$ cat src/rtl/core/lkst_pkg.sv
// shared types, constants and lookup tables of the key scancode translator
package lkst_pkg;

	localparam int KeyCodes = 256;
	localparam int KeyW = $clog2(KeyCodes);
	localparam int MaxRes = 4;
	localparam int ResIdxW = $clog2(MaxRes);
	localparam int ResCntW = $clog2(MaxRes + 1);

	localparam logic [7:0] NO_CODE = 8'hff;
	localparam logic [7:0] KANA_CODE = 8'h72;
	localparam logic [7:0] PREFIX_CODE = 8'h70;
	localparam logic [7:0] BREAK_BIT = 8'h80;
	localparam logic [7:0] CLEAR_KEY_CODE = 8'h47;
	localparam logic [KeyW-1:0] CLEAR_KEY = 8'h0c;
	localparam logic [KeyW-1:0] LETTER_LO = 8'h41;
	localparam logic [KeyW-1:0] LETTER_HI = 8'h5a;
	localparam logic [KeyW-1:0] KEY_SHIFT = 8'h10;
	localparam logic [KeyW-1:0] KEY_CTRL = 8'h11;
	localparam logic [KeyW-1:0] KEY_ALT = 8'h12;
	localparam logic [7:0] LAYER_KEY_RST = 8'h7a;

	localparam int RegRomaji = 0;
	localparam int RegLayerKey = 1;

	typedef enum logic [1:0] {
		KIND_SCAN   = 2'd0,
		KIND_LETTER = 2'd1,
		KIND_CLEAR  = 2'd2
	} kind_t;

	localparam logic [7:0] BASE_TABLE [KeyCodes] = '{
		8'hff,8'hff,8'hff,8'h60,8'hff,8'hff,8'hff,8'hff,
		8'h0e,8'h0f,8'hff,8'hff,8'hff,8'h1c,8'hff,8'hff,
		8'h70,8'h74,8'h73,8'h60,8'h70,8'h72,8'hff,8'hff,
		8'hff,8'hff,8'hff,8'h00,8'h35,8'h51,8'hff,8'hff,
		8'h34,8'h37,8'h36,8'h3f,8'h3e,8'h3b,8'h3a,8'h3c,
		8'h3d,8'hff,8'hff,8'hff,8'hff,8'h38,8'h39,8'hff,
		8'h0a,8'h01,8'h02,8'h03,8'h04,8'h05,8'h06,8'h07,
		8'h08,8'h09,8'hff,8'hff,8'hff,8'hff,8'hff,8'hff,
		8'hff,8'h1d,8'h2d,8'h2b,8'h1f,8'h12,8'h20,8'h21,
		8'h22,8'h17,8'h23,8'h24,8'h25,8'h2f,8'h2e,8'h18,
		8'h19,8'h10,8'h13,8'h1e,8'h14,8'h16,8'h2c,8'h11,
		8'h2a,8'h15,8'h29,8'hff,8'hff,8'hff,8'hff,8'hff,
		8'h4e,8'h4a,8'h4b,8'h4c,8'h46,8'h47,8'h48,8'h42,
		8'h43,8'h44,8'h45,8'h49,8'hff,8'h40,8'h50,8'h41,
		8'h62,8'h63,8'h64,8'h65,8'h66,8'h67,8'h66,8'h69,
		8'h6a,8'h6b,8'hff,8'h72,8'hff,8'hff,8'hff,8'hff,
		8'hff,8'hff,8'hff,8'hff,8'hff,8'hff,8'hff,8'hff,
		8'hff,8'hff,8'hff,8'hff,8'hff,8'hff,8'hff,8'hff,
		8'hff,8'h73,8'h4d,8'hff,8'hff,8'hff,8'hff,8'hff,
		8'hff,8'hff,8'hff,8'hff,8'hff,8'hff,8'hff,8'hff,
		8'hff,8'hff,8'hff,8'hff,8'hff,8'hff,8'hff,8'hff,
		8'hff,8'hff,8'hff,8'hff,8'hff,8'hff,8'hff,8'hff,
		8'hff,8'hff,8'hff,8'hff,8'hff,8'hff,8'hff,8'hff,
		8'hff,8'hff,8'h27,8'h26,8'h30,8'h0b,8'h31,8'h32,
		8'h1a,8'hff,8'hff,8'hff,8'hff,8'hff,8'hff,8'hff,
		8'hff,8'hff,8'hff,8'hff,8'hff,8'hff,8'hff,8'hff,
		8'hff,8'hff,8'hff,8'hff,8'hff,8'hff,8'hff,8'hff,
		8'hff,8'hff,8'hff,8'h1b,8'h0d,8'h28,8'h0c,8'hff,
		8'hff,8'hff,8'h33,8'hff,8'hff,8'hff,8'hff,8'hff,
		8'hff,8'hff,8'hff,8'hff,8'hff,8'hff,8'hff,8'hff,
		8'h71,8'hff,8'h72,8'hff,8'hff,8'hff,8'hff,8'hff,
		8'hff,8'hff,8'hff,8'hff,8'hff,8'hff,8'hff,8'hff
	};

	function automatic logic [7:0] sym_code(input logic [KeyW-1:0] key);
		logic [7:0] c;
		c = BASE_TABLE[key];
		case (key)
			8'h51: c = 8'h01;
			8'h57: c = 8'h02;
			8'h45: c = 8'h03;
			8'h52: c = 8'h04;
			8'h54: c = 8'h05;
			8'h59: c = 8'h06;
			8'h55: c = 8'h07;
			8'h49: c = 8'h08;
			8'h4f: c = 8'h09;
			8'h50: c = 8'h0a;
			8'h44: c = 8'h0c;
			8'h46: c = 8'h0d;
			8'h47: c = 8'h1a;
			8'h48: c = 8'h1b;
			8'h4a: c = 8'h26;
			8'h4b: c = 8'h27;
			8'h4c: c = 8'h28;
			8'h56: c = 8'h30;
			8'h42: c = 8'h31;
			8'h4e: c = 8'h32;
			8'h4d: c = 8'h33;
			default: ;
		endcase
		return c;
	endfunction

	function automatic logic [7:0] pad_code(input logic [KeyW-1:0] key);
		logic [7:0] c;
		c = sym_code(key);
		case (key)
			8'h51: c = 8'h4a;
			8'h57: c = 8'h4b;
			8'h45: c = 8'h4c;
			8'h52: c = 8'h46;
			8'h54: c = 8'h47;
			8'h59: c = 8'h48;
			8'h55: c = 8'h42;
			8'h49: c = 8'h43;
			8'h4f: c = 8'h44;
			8'h50: c = 8'h4e;
			default: ;
		endcase
		return c;
	endfunction

	function automatic logic [7:0] alt_code(input logic [KeyW-1:0] key);
		logic [7:0] c;
		c = NO_CODE;
		case (key)
			8'h21: c = 8'h44;
			8'h22: c = 8'h4c;
			8'h23: c = 8'h4a;
			8'h24: c = 8'h42;
			8'h25: c = 8'h46;
			8'h26: c = 8'h43;
			8'h27: c = 8'h48;
			8'h28: c = 8'h4b;
			8'h2d: c = 8'h4e;
			8'h2e: c = 8'h50;
			default: ;
		endcase
		return c;
	endfunction

endpackage

$ cat src/rtl/core/lkst_if.sv
// event and result channel interfaces
interface lkst_evt_if;
	logic       valid;
	logic       ready;
	logic       req_type;
	logic [7:0] vkey;
	logic       is_repeat;
	logic       is_extended;
	modport source(output valid, req_type, vkey, is_repeat, is_extended, input ready);
	modport sink(input valid, req_type, vkey, is_repeat, is_extended, output ready);
endinterface

interface lkst_res_if;
	logic       valid;
	logic       ready;
	logic [1:0] out_kind;
	logic [7:0] out_byte;
	logic       last;
	modport source(output valid, out_kind, out_byte, last, input ready);
	modport sink(input valid, out_kind, out_byte, last, output ready);
endinterface

$ cat src/rtl/core/layered_key_scancode_translator_top.sv
// Key event to scan byte translator. An event is taken into an input register, translated
// combinationally into up to four results held in a result buffer, and the results leave one
// per cycle on the result channel while it is ready. The next event is taken while the
// results of the previous one drain; the single result channel sets the sustained rate.
// Registers: romaji_mode at 0x0, layer_toggle_key at 0x4.
module layered_key_scancode_translator_top (
	input  logic        clk,
	input  logic        arst_n,
	lkst_evt_if.sink    evt,
	lkst_res_if.source  res,
	input  logic        psel,
	input  logic        penable,
	input  logic        pwrite,
	input  logic [2:0]  paddr,
	input  logic [31:0] pwdata,
	output logic [31:0] prdata,
	output logic        pready
);
	import lkst_pkg::*;

	logic romaji_q;
	logic [7:0] layer_key_q;
	logic kana_q, layer_q;

	logic ev_valid_s1, ev_rel_s1, ev_rep_s1, ev_ext_s1;
	logic [KeyW-1:0] ev_key_s1;

	kind_t kind_q [MaxRes];
	logic [7:0] byte_q [MaxRes];
	logic [ResCntW-1:0] cnt_q;
	logic [ResIdxW-1:0] idx_q;

	kind_t kind_n [MaxRes];
	logic [7:0] byte_n [MaxRes];
	logic [ResCntW-1:0] n;
	logic kana_n, layer_n;

	logic wr, res_xfer, res_done, load;
	logic [7:0] data, alt, brk;
	logic route, letter, modifier;

	assign pready = 1'b1;
	assign wr = psel && penable && pwrite;

	always_comb begin
		prdata = '0;
		if (paddr == 3'(4 * RegRomaji)) begin
			prdata = 32'(romaji_q);
		end else if (paddr == 3'(4 * RegLayerKey)) begin
			prdata = 32'(layer_key_q);
		end
	end

	always_ff @(posedge clk or negedge arst_n) begin
		if (!arst_n) begin
			romaji_q <= 1'b1;
			layer_key_q <= LAYER_KEY_RST;
		end else if (wr) begin
			if (paddr == 3'(4 * RegRomaji)) begin
				romaji_q <= pwdata[0];
			end else if (paddr == 3'(4 * RegLayerKey)) begin
				layer_key_q <= pwdata[7:0];
			end
		end
	end

	assign res.valid = cnt_q != '0;
	assign res.out_kind = kind_q[idx_q];
	assign res.out_byte = byte_q[idx_q];
	assign res.last = ResCntW'(idx_q) + 1'b1 == cnt_q;
	assign res_xfer = res.valid && res.ready;
	assign res_done = !res.valid || (res_xfer && res.last);
	assign load = ev_valid_s1 && res_done;
	assign evt.ready = !ev_valid_s1 || res_done;

	always_ff @(posedge clk or negedge arst_n) begin
		if (!arst_n) begin
			ev_valid_s1 <= 1'b0;
		end else if (evt.ready) begin
			ev_valid_s1 <= evt.valid;
		end
	end

	always_ff @(posedge clk) begin
		if (evt.ready && evt.valid) begin
			ev_rel_s1 <= evt.req_type;
			ev_key_s1 <= evt.vkey;
			ev_rep_s1 <= evt.is_repeat;
			ev_ext_s1 <= evt.is_extended;
		end
	end

	// translation of the held event
	always_comb begin
		n = '0;
		for (int i = 0; i < MaxRes; i++) begin
			kind_n[i] = KIND_SCAN;
			byte_n[i] = '0;
		end
		kana_n = kana_q;
		layer_n = layer_q;
		letter = ev_key_s1 >= LETTER_LO && ev_key_s1 <= LETTER_HI;
		modifier = ev_key_s1 == KEY_SHIFT || ev_key_s1 == KEY_CTRL || ev_key_s1 == KEY_ALT;
		brk = ev_rel_s1 ? BREAK_BIT : 8'h00;
		alt = alt_code(ev_key_s1);
		if (ev_rel_s1 && ev_key_s1 == layer_key_q) begin
			layer_n = !layer_q;
			kind_n[n[ResIdxW-1:0]] = KIND_CLEAR;
			n = n + 1'b1;
		end
		if (!layer_n) begin
			data = BASE_TABLE[ev_key_s1];
		end else if (romaji_q && kana_q) begin
			data = pad_code(ev_key_s1);
		end else begin
			data = sym_code(ev_key_s1);
		end
		if (!ev_rel_s1 && data == KANA_CODE && !ev_rep_s1) begin
			kana_n = !kana_q;
			kind_n[n[ResIdxW-1:0]] = KIND_CLEAR;
			n = n + 1'b1;
		end
		route = romaji_q && kana_n && !layer_n && data != NO_CODE;
		if (!(route && letter)) begin
			if (route && !ev_rel_s1 && !modifier) begin
				kind_n[n[ResIdxW-1:0]] = KIND_CLEAR;
				n = n + 1'b1;
			end
			if (data != NO_CODE) begin
				if (!ev_ext_s1 && alt != NO_CODE) begin
					byte_n[n[ResIdxW-1:0]] = PREFIX_CODE | brk;
					n = n + 1'b1;
					byte_n[n[ResIdxW-1:0]] = alt | brk;
				end else begin
					byte_n[n[ResIdxW-1:0]] = data | brk;
				end
				n = n + 1'b1;
			end else if (ev_key_s1 == CLEAR_KEY) begin
				byte_n[n[ResIdxW-1:0]] = PREFIX_CODE | brk;
				n = n + 1'b1;
				byte_n[n[ResIdxW-1:0]] = CLEAR_KEY_CODE | brk;
				n = n + 1'b1;
			end
		end else if (!ev_rel_s1) begin
			kind_n[n[ResIdxW-1:0]] = KIND_LETTER;
			byte_n[n[ResIdxW-1:0]] = ev_key_s1;
			n = n + 1'b1;
		end
	end

	always_ff @(posedge clk or negedge arst_n) begin
		if (!arst_n) begin
			kana_q <= 1'b0;
			layer_q <= 1'b0;
			cnt_q <= '0;
			idx_q <= '0;
		end else if (load) begin
			kana_q <= kana_n;
			layer_q <= layer_n;
			cnt_q <= n;
			idx_q <= '0;
		end else if (res_xfer) begin
			if (res.last) begin
				cnt_q <= '0;
				idx_q <= '0;
			end else begin
				idx_q <= idx_q + 1'b1;
			end
		end
	end

	always_ff @(posedge clk) begin
		if (load) begin
			kind_q <= kind_n;
			byte_q <= byte_n;
		end
	end

endmodule

$ cat src/flat_wrapper.sv
// flat-port wrapper written by rule: the top's interface ports become plain ports
module layered_key_scancode_translator_top_flat import lkst_pkg::*;
  (clk, arst_n, psel, penable, pwrite, paddr, pwdata, prdata, pready, evt_valid, evt_req_type, evt_vkey, evt_is_repeat, evt_is_extended, evt_ready, res_valid, res_out_kind, res_out_byte, res_last, res_ready);
  lkst_evt_if evt_i ();
  lkst_res_if res_i ();
  input  logic clk;
  input  logic arst_n;
  input  logic psel;
  input  logic penable;
  input  logic pwrite;
  input  logic [2:0] paddr;
  input  logic [31:0] pwdata;
  output logic [31:0] prdata;
  output logic pready;
  input wire logic [$bits(evt_i.valid)-1:0] evt_valid;
  input wire logic [$bits(evt_i.req_type)-1:0] evt_req_type;
  input wire logic [$bits(evt_i.vkey)-1:0] evt_vkey;
  input wire logic [$bits(evt_i.is_repeat)-1:0] evt_is_repeat;
  input wire logic [$bits(evt_i.is_extended)-1:0] evt_is_extended;
  output wire logic [$bits(evt_i.ready)-1:0] evt_ready;
  output wire logic [$bits(res_i.valid)-1:0] res_valid;
  output wire logic [$bits(res_i.out_kind)-1:0] res_out_kind;
  output wire logic [$bits(res_i.out_byte)-1:0] res_out_byte;
  output wire logic [$bits(res_i.last)-1:0] res_last;
  input wire logic [$bits(res_i.ready)-1:0] res_ready;
  assign evt_i.valid = evt_valid;
  assign evt_i.req_type = evt_req_type;
  assign evt_i.vkey = evt_vkey;
  assign evt_i.is_repeat = evt_is_repeat;
  assign evt_i.is_extended = evt_is_extended;
  assign evt_ready = evt_i.ready;
  assign res_valid = res_i.valid;
  assign res_out_kind = res_i.out_kind;
  assign res_out_byte = res_i.out_byte;
  assign res_last = res_i.last;
  assign res_i.ready = res_ready;
  layered_key_scancode_translator_top u_core (.clk(clk), .arst_n(arst_n), .evt(evt_i), .res(res_i), .psel(psel), .penable(penable), .pwrite(pwrite), .paddr(paddr), .pwdata(pwdata), .prdata(prdata), .pready(pready));
endmodule
$ cat config.mk
export PLATFORM = sky130hd
export DESIGN_NAME = layered_key_scancode_translator_top_flat
export DESIGN_NICKNAME = d
export VERILOG_FILES = /design/src/rtl/core/lkst_pkg.sv /design/src/rtl/core/lkst_if.sv /design/src/rtl/core/layered_key_scancode_translator_top.sv /design/src/flat_wrapper.sv
export SDC_FILE = /design/constraint.sdc
export NUM_CORES = 1
export LEC_CHECK = 0
export ABC_CLOCK_PERIOD_IN_PS = 7800
export BUFFER_PORTS_ARGS = -buffer_cell sky130_fd_sc_hd__buf_2
export CAP_MARGIN = 20
export CORE_MARGIN = 10
export CORE_UTILIZATION = 38
export CTS_CLUSTER_DIAMETER = 30
export DETAILED_ROUTE_END_ITERATION = 8
export PLACE_DENSITY = 0.63
export SLEW_MARGIN = 30
export SYNTH_ARGS = -nofsm -noshare
export SYNTH_HDL_FRONTEND = slang
export SYNTH_SLANG_ARGS = --single-unit
$ cat constraint.sdc
create_clock -name clk -period 7.8 [get_ports clk]
set_input_delay 1.56 -clock clk [delete_from_list [all_inputs] [get_ports clk]]
set_output_delay 1.56 -clock clk [all_outputs]
set_load 0.05 [all_outputs]
==> reports/metrics.yaml, run 1 <==
outcome: "complete, no violations"
grt_pass1_vias: 6347
cts_root_buf: "clkbuf_16"
cp_max_fo: 20
dpl_worst_slack_ns: 0.907
fp.dieArea_mm2: 0.0247
grt_max_degree: 53
syn_area_mm2: 0.00715
synthTopCellsByArea: "edfxtp_1 (21%), mux4_2 (4.1%), ha_1 (4.0%)"
worstHoldPathType: "flip-flop to flip-flop"
ys_seq_elements: 68
antenna_left: 0
peakVddDrop_mv: 0.159
worstMarginPinSlew_ns: 0.979
fin_crit_sh: 0.913
synthXorXnorAreaFrac: 0.0257
synth.avg_cell_area_um2: 8.66
cts_buffers: 9
vias: 6910
worst_setup_path_end_kind: "flip-flop"
async_flop_share: 0.250
ios: 99
final_cells: 1072
power.leakage_nw: 2.90
crit_type: "flip-flop to flip-flop"
area_growth_pct: 8.17
synthCells: 826
fin_crit_ns: 7.12
yosys_warnings: 0
rsz0062_at_grt: "no"
routed_wl_um: 23500
cts.sinks: 68
clock.fmax_mhz: 140
synth.top_cell.area_share: 0.214
synth_compound_area_frac: 0.275
power.share.clock: 0.174
drive_gt1_frac: 0.196
synth_edf_count: 51
layout_setup_ws_ns: 0.679
arrival_ns: 7.26
grt_pass1_wl_um: 36900
slowest_delay_ns: 0.84
nets: 911
clock_latency_ns: 0.33
grt_overflow: 0
drc: 0
combPwrFrac: 0.554
finalMaxSlewViolations: 0
antenna_found_initial: 0
start_util: 0.385
placed_cells: 1057
max_cap_violations: 0
fillers: 1871
setup_viol: 0
port_buffers: 49
synth_area_leader_cell: "edfxtp_1"
synth.area.mux_share: 0.0763
finalHoldViolCount: 0
cts.hold.buffers_added: 0
synth_top_family_by_area: "compound AO/OA/AOI/OAI gates"
setup-tns-final_ns: 0
slew_headroom: 0.345
wl_per_cell_um: 21.9
seq_power_share: 0.272
synth-simple-area-share: 0.207
drt-initial-drc-count: 1095
vias_per_cell: 6.45
synth.distinct_cells: 94
cts_tree: "done"
row_count: 50
startpoint_type: "flip-flop"
p_per_area_mw_per_mm2: 315
dr.pass1.iters: 6
synthAdderAreaFrac: 0.0430
ys_top_cells_by_count: "a21oi_1 (55), edfxtp_1 (51), nor2_1 (48)"
power_w: 0.00244
seq_area_frac_synth: 0.275
post_cts_buffers: 0
crit_required_ns: 7.94
slowest_stage: "fa_1"
path_cells: "inv_1, ha_1, or3b_2, o21ai_0, a21o_1, nor2_1, o32ai_1, nor3b_1, and3_1, nor3b_1, inv_1, fa_1, buf_4, ha_1, inv_1, nor3_1, a22oi_1, o31ai_1"
core-area_mm2: 0.0186
die_w_um: 157
cpMostUsedCell: "inv_1"
dp_hpwl_um: 17100
p_sw_w: 0.00115
grtUsageTotal: 0.186
cp_num_buf_inv: 4
post_cts_resized: 0
fin_skew_ns: 0.00991
cp_top_family: "simple AND/OR/NAND/NOR gates"
holdWs_ns: 0.545
synthFlopType: "edfxtp_1"
n_antenna_cell: 0
clkSlewWorstSetupHoldPaths_ns: 0.06
h-tree-depth: 3
gp_congestion: 1.02
intPower_w: 0.00128
ctsLongestPathBuffers: 2
chipHeight_um: 157
p_sw_frac: 0.472
yosysMostFrequentCell: "a21oi_1"
-- power groups by stage --
stage                     Clock (W)  Sequential [W]  Combinational (W)
after floorplan                   0        0.000626            0.00105
after global placement            0        0.000666            0.00132
after detailed placement          0        0.000673            0.00132
after CTS                  0.000431        0.000666            0.00133
after global routing       0.000450        0.000679            0.00144
final                      0.000424        0.000662            0.00135
-- worst reg2reg max path, stage by stage (launching register included) --
cell and delay [ns]:
edfxtp_1 0.54, inv_1 0.24, ha_1 0.74, or3b_2 0.56, o21ai_0 0.17, a21o_1 0.20
nor2_1 0.08, o32ai_1 0.81, nor3b_1 0.37, and3_1 0.22, nor3b_1 0.51, inv_1 0.19
fa_1 0.84, buf_4 0.27, ha_1 0.26, inv_1 0.10, nor3_1 0.56, a22oi_1 0.14
o31ai_1 0.13
-- final timing paths --
check	startpoint	end	slack, ns	cells after the start
setup / recovery	u_core.ev_key_s1[0]	u_core.byte_q[9]	0.68	18
hold / removal	u_core.kana_q	u_core.kana_q	0.54	1
setup reg to reg	u_core.ev_key_s1[0]	u_core.byte_q[9]	0.68	18
hold reg to reg	u_core.kana_q	u_core.kana_q	0.54	1
max in group asynchronous	arst_n	u_core.layer_key_q[3]	6.32	1
min in group asynchronous	arst_n	u_core.idx_q[1]	1.15	1
-- layout make-up --
type,instances,area [um2],share of cell area
Tap cell,234,293,0.0378
Timing Repair Buffer,77,455,0.0589
Clock buffer,10,229,0.0296
Clock inverter,5,77.6,0.0100
Sequential cell,68,1960,0.254
Multi-Input combinational cell,649,4610,0.596
Inverter,29,109,0.0141
-- per-layer routing --
layer	global-route usage	share of wire
met1	0.257	0.43
met2	0.279	0.44
met3	0.0401	0.10
met4	0.0637	0.033
met5	0	0
-- state kept, by name, summed over array words and instances (netlist names) --
signal,cells
u_core.byte_q,32
u_core.romaji_q,1
u_core.ev_rel_s1,1
u_core.ev_valid_s1,1
u_core.cnt_q,3
u_core.idx_q,2
u_core.kind_q,8
u_core.ev_ext_s1,1
u_core.ev_key_s1,8
u_core.layer_q,1
u_core.ev_rep_s1,1
u_core.kana_q,1
u_core.layer_key_q,8
-- cell families (layout without fill, tap and decap cells) --
kind of cell | count (synthesis) | count (layout)
buf+inv | 132 | 121
fa+ha+maj | 24 | 24
flops | 68 | 68
other cells | 2 | 25
mux | 36 | 36
xor+xnor | 21 | 21
compound gates | 276 | 276
simple gates | 267 | 267
-- stage by stage --
step           instance area (um2)   util
2_1_floorplan                 7240      -
3_3_place_gp                  7410  0.399
3_5_place_dp                  7420  0.399
4_1_cts                       7720  0.416
5_1_grt                       7740  0.416
6_report                      7740  0.416
-- layout by cell type (no fill, tap or decap), types with 13 or more instances in the layout --
cell,n
o21ai_0,47
nor2b_1,15
and2_1,18
ha_1,23
nand2b_1,19
nand2_1,45
nor3_1,25
conb_1,25
a22oi_1,15
inv_1,29
nor2_1,47
edfxtp_1,51
xnor2_1,14
nand3_1,31
mux4_2,13
mux2_2,14
buf_4,28
buf_2,49
a21oi_1,54
Power figures use the tool's default switching activity.
==> run 2, diff against run 1 <==
--- a/config.mk
+++ b/config.mk
@@ -8,6 +8,7 @@
 export ABC_CLOCK_PERIOD_IN_PS = 7800
 export BUFFER_PORTS_ARGS = -buffer_cell sky130_fd_sc_hd__buf_2
 export CAP_MARGIN = 20
+export CORE_ASPECT_RATIO = 1.25
 export CORE_MARGIN = 10
 export CORE_UTILIZATION = 38
 export CTS_CLUSTER_DIAMETER = 30
==> run 2 against run 1 <==
  * Sequential cell count unchanged
  * Core utilization rose by 0.079 points
  * Non-clock buffer count grew 8
  * Clock power is 6.8% lower
  * Sequential share of layout area is 0.13 points lower
  * Total power down 1.2%
  * Global-route usage increased by 0.28 points
  * First-iteration DRC count is 23% lower
  * Worst setup slack improved by 0.36 ns
  * Maximum frequency rose by 5.4%
  * Cell area up 0.50%
  * Critical path type unchanged
  * Critical endpoint is now u_core.cnt_q[1]
  * Largest power group unchanged
==> reports/metrics.yaml, run 2 (synthesized netlist as in run 1, its figures left out) <==
crit_type: "flip-flop to flip-flop"
layout_commonest_cell: "a21oi_1"
p_per_area_mw_per_mm2: 309  # -1.7%
path_cells: "inv_1, ha_1, or3b_2, o21ai_0, a21o_1, nor2_1, or3_1, o221ai_1, and3_1, nor3b_1, inv_1, fa_1, inv_1, ha_1, inv_1, a21oi_1, ha_1, o21ai_0, o41ai_1"
placed_area_mm2: 0.00747  # +0.74%
clkSlewWorstSetupHoldPaths_ns: 0.06  # about the same
nets: 919  # +0.88%
grt_pass1_wl_um: 37200  # +0.77%
largest_reg_flops: 32  # unchanged
h-tree-depth: 3  # unchanged
antenna_left: 0  # unchanged
gp_congestion: 1.01  # -0.85%
seq_power_share: 0.283  # +0.011
mostFrequentLayoutCells: "a21oi_1 (54), edfxtp_1 (51), buf_2 (49), nor2_1 (48), o21ai_0 (47)"
slew_headroom: 0.398  # +0.0532
fin_crit_ns: 6.76  # -0.362 ns
worst_setup_path_end_kind: "flip-flop"
ctsLongestPathBuffers: 2  # unchanged
intPower_w: 0.00126  # -2.3%
vias: 6916  # +0.087%
finalInstanceArea_mm2: 0.00777  # +0.50%
dp_hpwl_um: 17800  # +3.9%
drive_gt1_frac: 0.203  # +0.00737
drt-initial-drc-count: 844  # -23%
p_sw_frac: 0.478  # +0.00571
grtUsageTotal: 0.189  # +0.00280
grt_pass1_vias: 6588  # +3.8%
peakVddDrop_mv: 0.188  # +18%
routed_wl_um: 24000  # +2.2%
cts_root_buf: "clkbuf_16"
cts_buffers: 9  # unchanged
slowest_stage: "fa_1"
cts_tree: "done"
outcome: "complete, no violations"
finalHoldViolCount: 0  # unchanged
dr.pass1.iters: 6  # unchanged
wl_per_cell_um: 22.2  # +1.5%
grt_max_degree: 47  # -11%
power.share.clock: 0.164  # -0.010
row_count: 56  # +12%
rsz0062_at_grt: "no"
slowest_delay_ns: 0.75  # -0.09 ns
p_sw_w: 0.00115  # about the same
n_antenna_cell: 0  # unchanged
cpMostUsedCell: "inv_1"
fin_skew_ns: 0.00891  # -0.00100 ns
vias_per_cell: 6.41  # -0.56%
crit_required_ns: 8.03  # +0.09 ns
power.leakage_nw: 2.93  # +1.1%
worstMarginPinSlew_ns: 0.903  # -0.0767 ns
port_buffers: 49  # unchanged
cts.sinks: 68  # unchanged
fp.dieArea_mm2: 0.0247  # +0.14%
cts.hold.buffers_added: 0  # unchanged
largest-register: "u_core.byte_q"
setup_viol: 0  # unchanged
area_growth_pct: 8.71
antenna_found_initial: 0  # unchanged
chipHeight_um: 173  # +10%
clock.fmax_mhz: 148  # +5.4%
finalMaxSlewViolations: 0  # unchanged
drc: 0  # unchanged
arrival_ns: 6.99  # -0.27 ns
ios: 99  # unchanged
utilization: 0.417  # +0.000795
clock_latency_ns: 0.34  # about the same
max_cap_violations: 0  # unchanged
cp_max_fo: 18  # -10%
grt_overflow: 0  # unchanged
post_cts_buffers: 0  # unchanged
startpoint_type: "flip-flop"
post_cts_resized: 0  # unchanged
fin_crit_sh: 0.866  # -0.0464
holdWs_ns: 0.534  # -0.0108 ns
start_util: 0.384  # -0.00119
core-area_mm2: 0.0186  # +0.31%
setup-tns-final_ns: 0  # unchanged
combPwrFrac: 0.553  # about the same
die_w_um: 143  # -9.2%
worstHoldPathType: "flip-flop to flip-flop"
-- run 2: changes by cell type in the layout (fill, tap and decap cells not counted) --
cell	before	now
buf_4	28	36
bufinv_16	2	0
clkbuf_1	1	0
clkbuf_16	9	10
clkbuf_8	0	1
clkinv_4	1	2
clkinvlp_4	0	1
nor2_1	47	48
nor2_2	2	1
xnor2_1	14	15
xnor2_2	1	0
-- run 2: cell type report --
class	instances	area [um2]
inverters	29	109
multi-input cells	649	4600
fillers	1935	10900
clock inverters	5	33.8
well taps	232	290
clock buffers	11	264
repair buffers	85	515
flip-flops and latches	68	1960
-- run 2: per-stage QoR --
step	total power, W	instances	setup WS (ns)
2_1_floorplan	0.00168	849	2.15
3_3_place_gp	0.00200	1063	1.18
3_5_place_dp	0.00200	1063	1.17
4_1_cts	0.00240	1079	1.12
5_1_grt	0.00254	1079	0.573
6_report	0.00241	1079	1.04
-- run 2: path summary, 6_finish.rpt --
kind	startpoint	slack, ns	cells past startpoint	end
min in group asynchronous	arst_n	1.13	1	u_core.ev_valid_s1
hold reg to reg	u_core.layer_q	0.53	1	u_core.layer_q
hold / removal	u_core.layer_q	0.53	1	u_core.layer_q
setup / recovery	u_core.ev_key_s1[0]	1.04	19	u_core.cnt_q[1]
setup reg to reg	u_core.ev_key_s1[0]	1.04	19	u_core.cnt_q[1]
max in group asynchronous	arst_n	6.35	1	u_core.layer_key_q[3]
-- run 2: worst max-delay path: cells and delay by family, from the launching register on --
kind / cells / cell delay [ns]
adders and majority gates: 4 / 1.97
and+or+nand+nor: 5 / 1.89
AOI/OAI and AO/OA: 6 / 1.34
buffers and inverters: 4 / 0.75
DFF: 1 / 0.68
-- run 2: metal layers --
| metal | vias to the layer above | part of all wire | GRT usage |
|---|---|---|---|
| met4 | 0 | 0.069 | 0.121 |
| met2 | 379 | 0.47 | 0.304 |
| met3 | 113 | 0.067 | 0.0345 |
| li1 | 3137 | - | - |
| met5 | - | 0 | 0 |
| met1 | 3287 | 0.39 | 0.224 |
-- run 2: power by group through the flow --
stage | clock network (W) | logic [W] | registers [W]
5_1_grt | 0.000419 | 0.00142 | 0.000700
6_report | 0.000395 | 0.00133 | 0.000681
3_5_place_dp | 0 | 0.00131 | 0.000690
3_3_place_gp | 0 | 0.00131 | 0.000686
2_1_floorplan | 0 | 0.00105 | 0.000626
4_1_cts | 0.000404 | 0.00132 | 0.000684
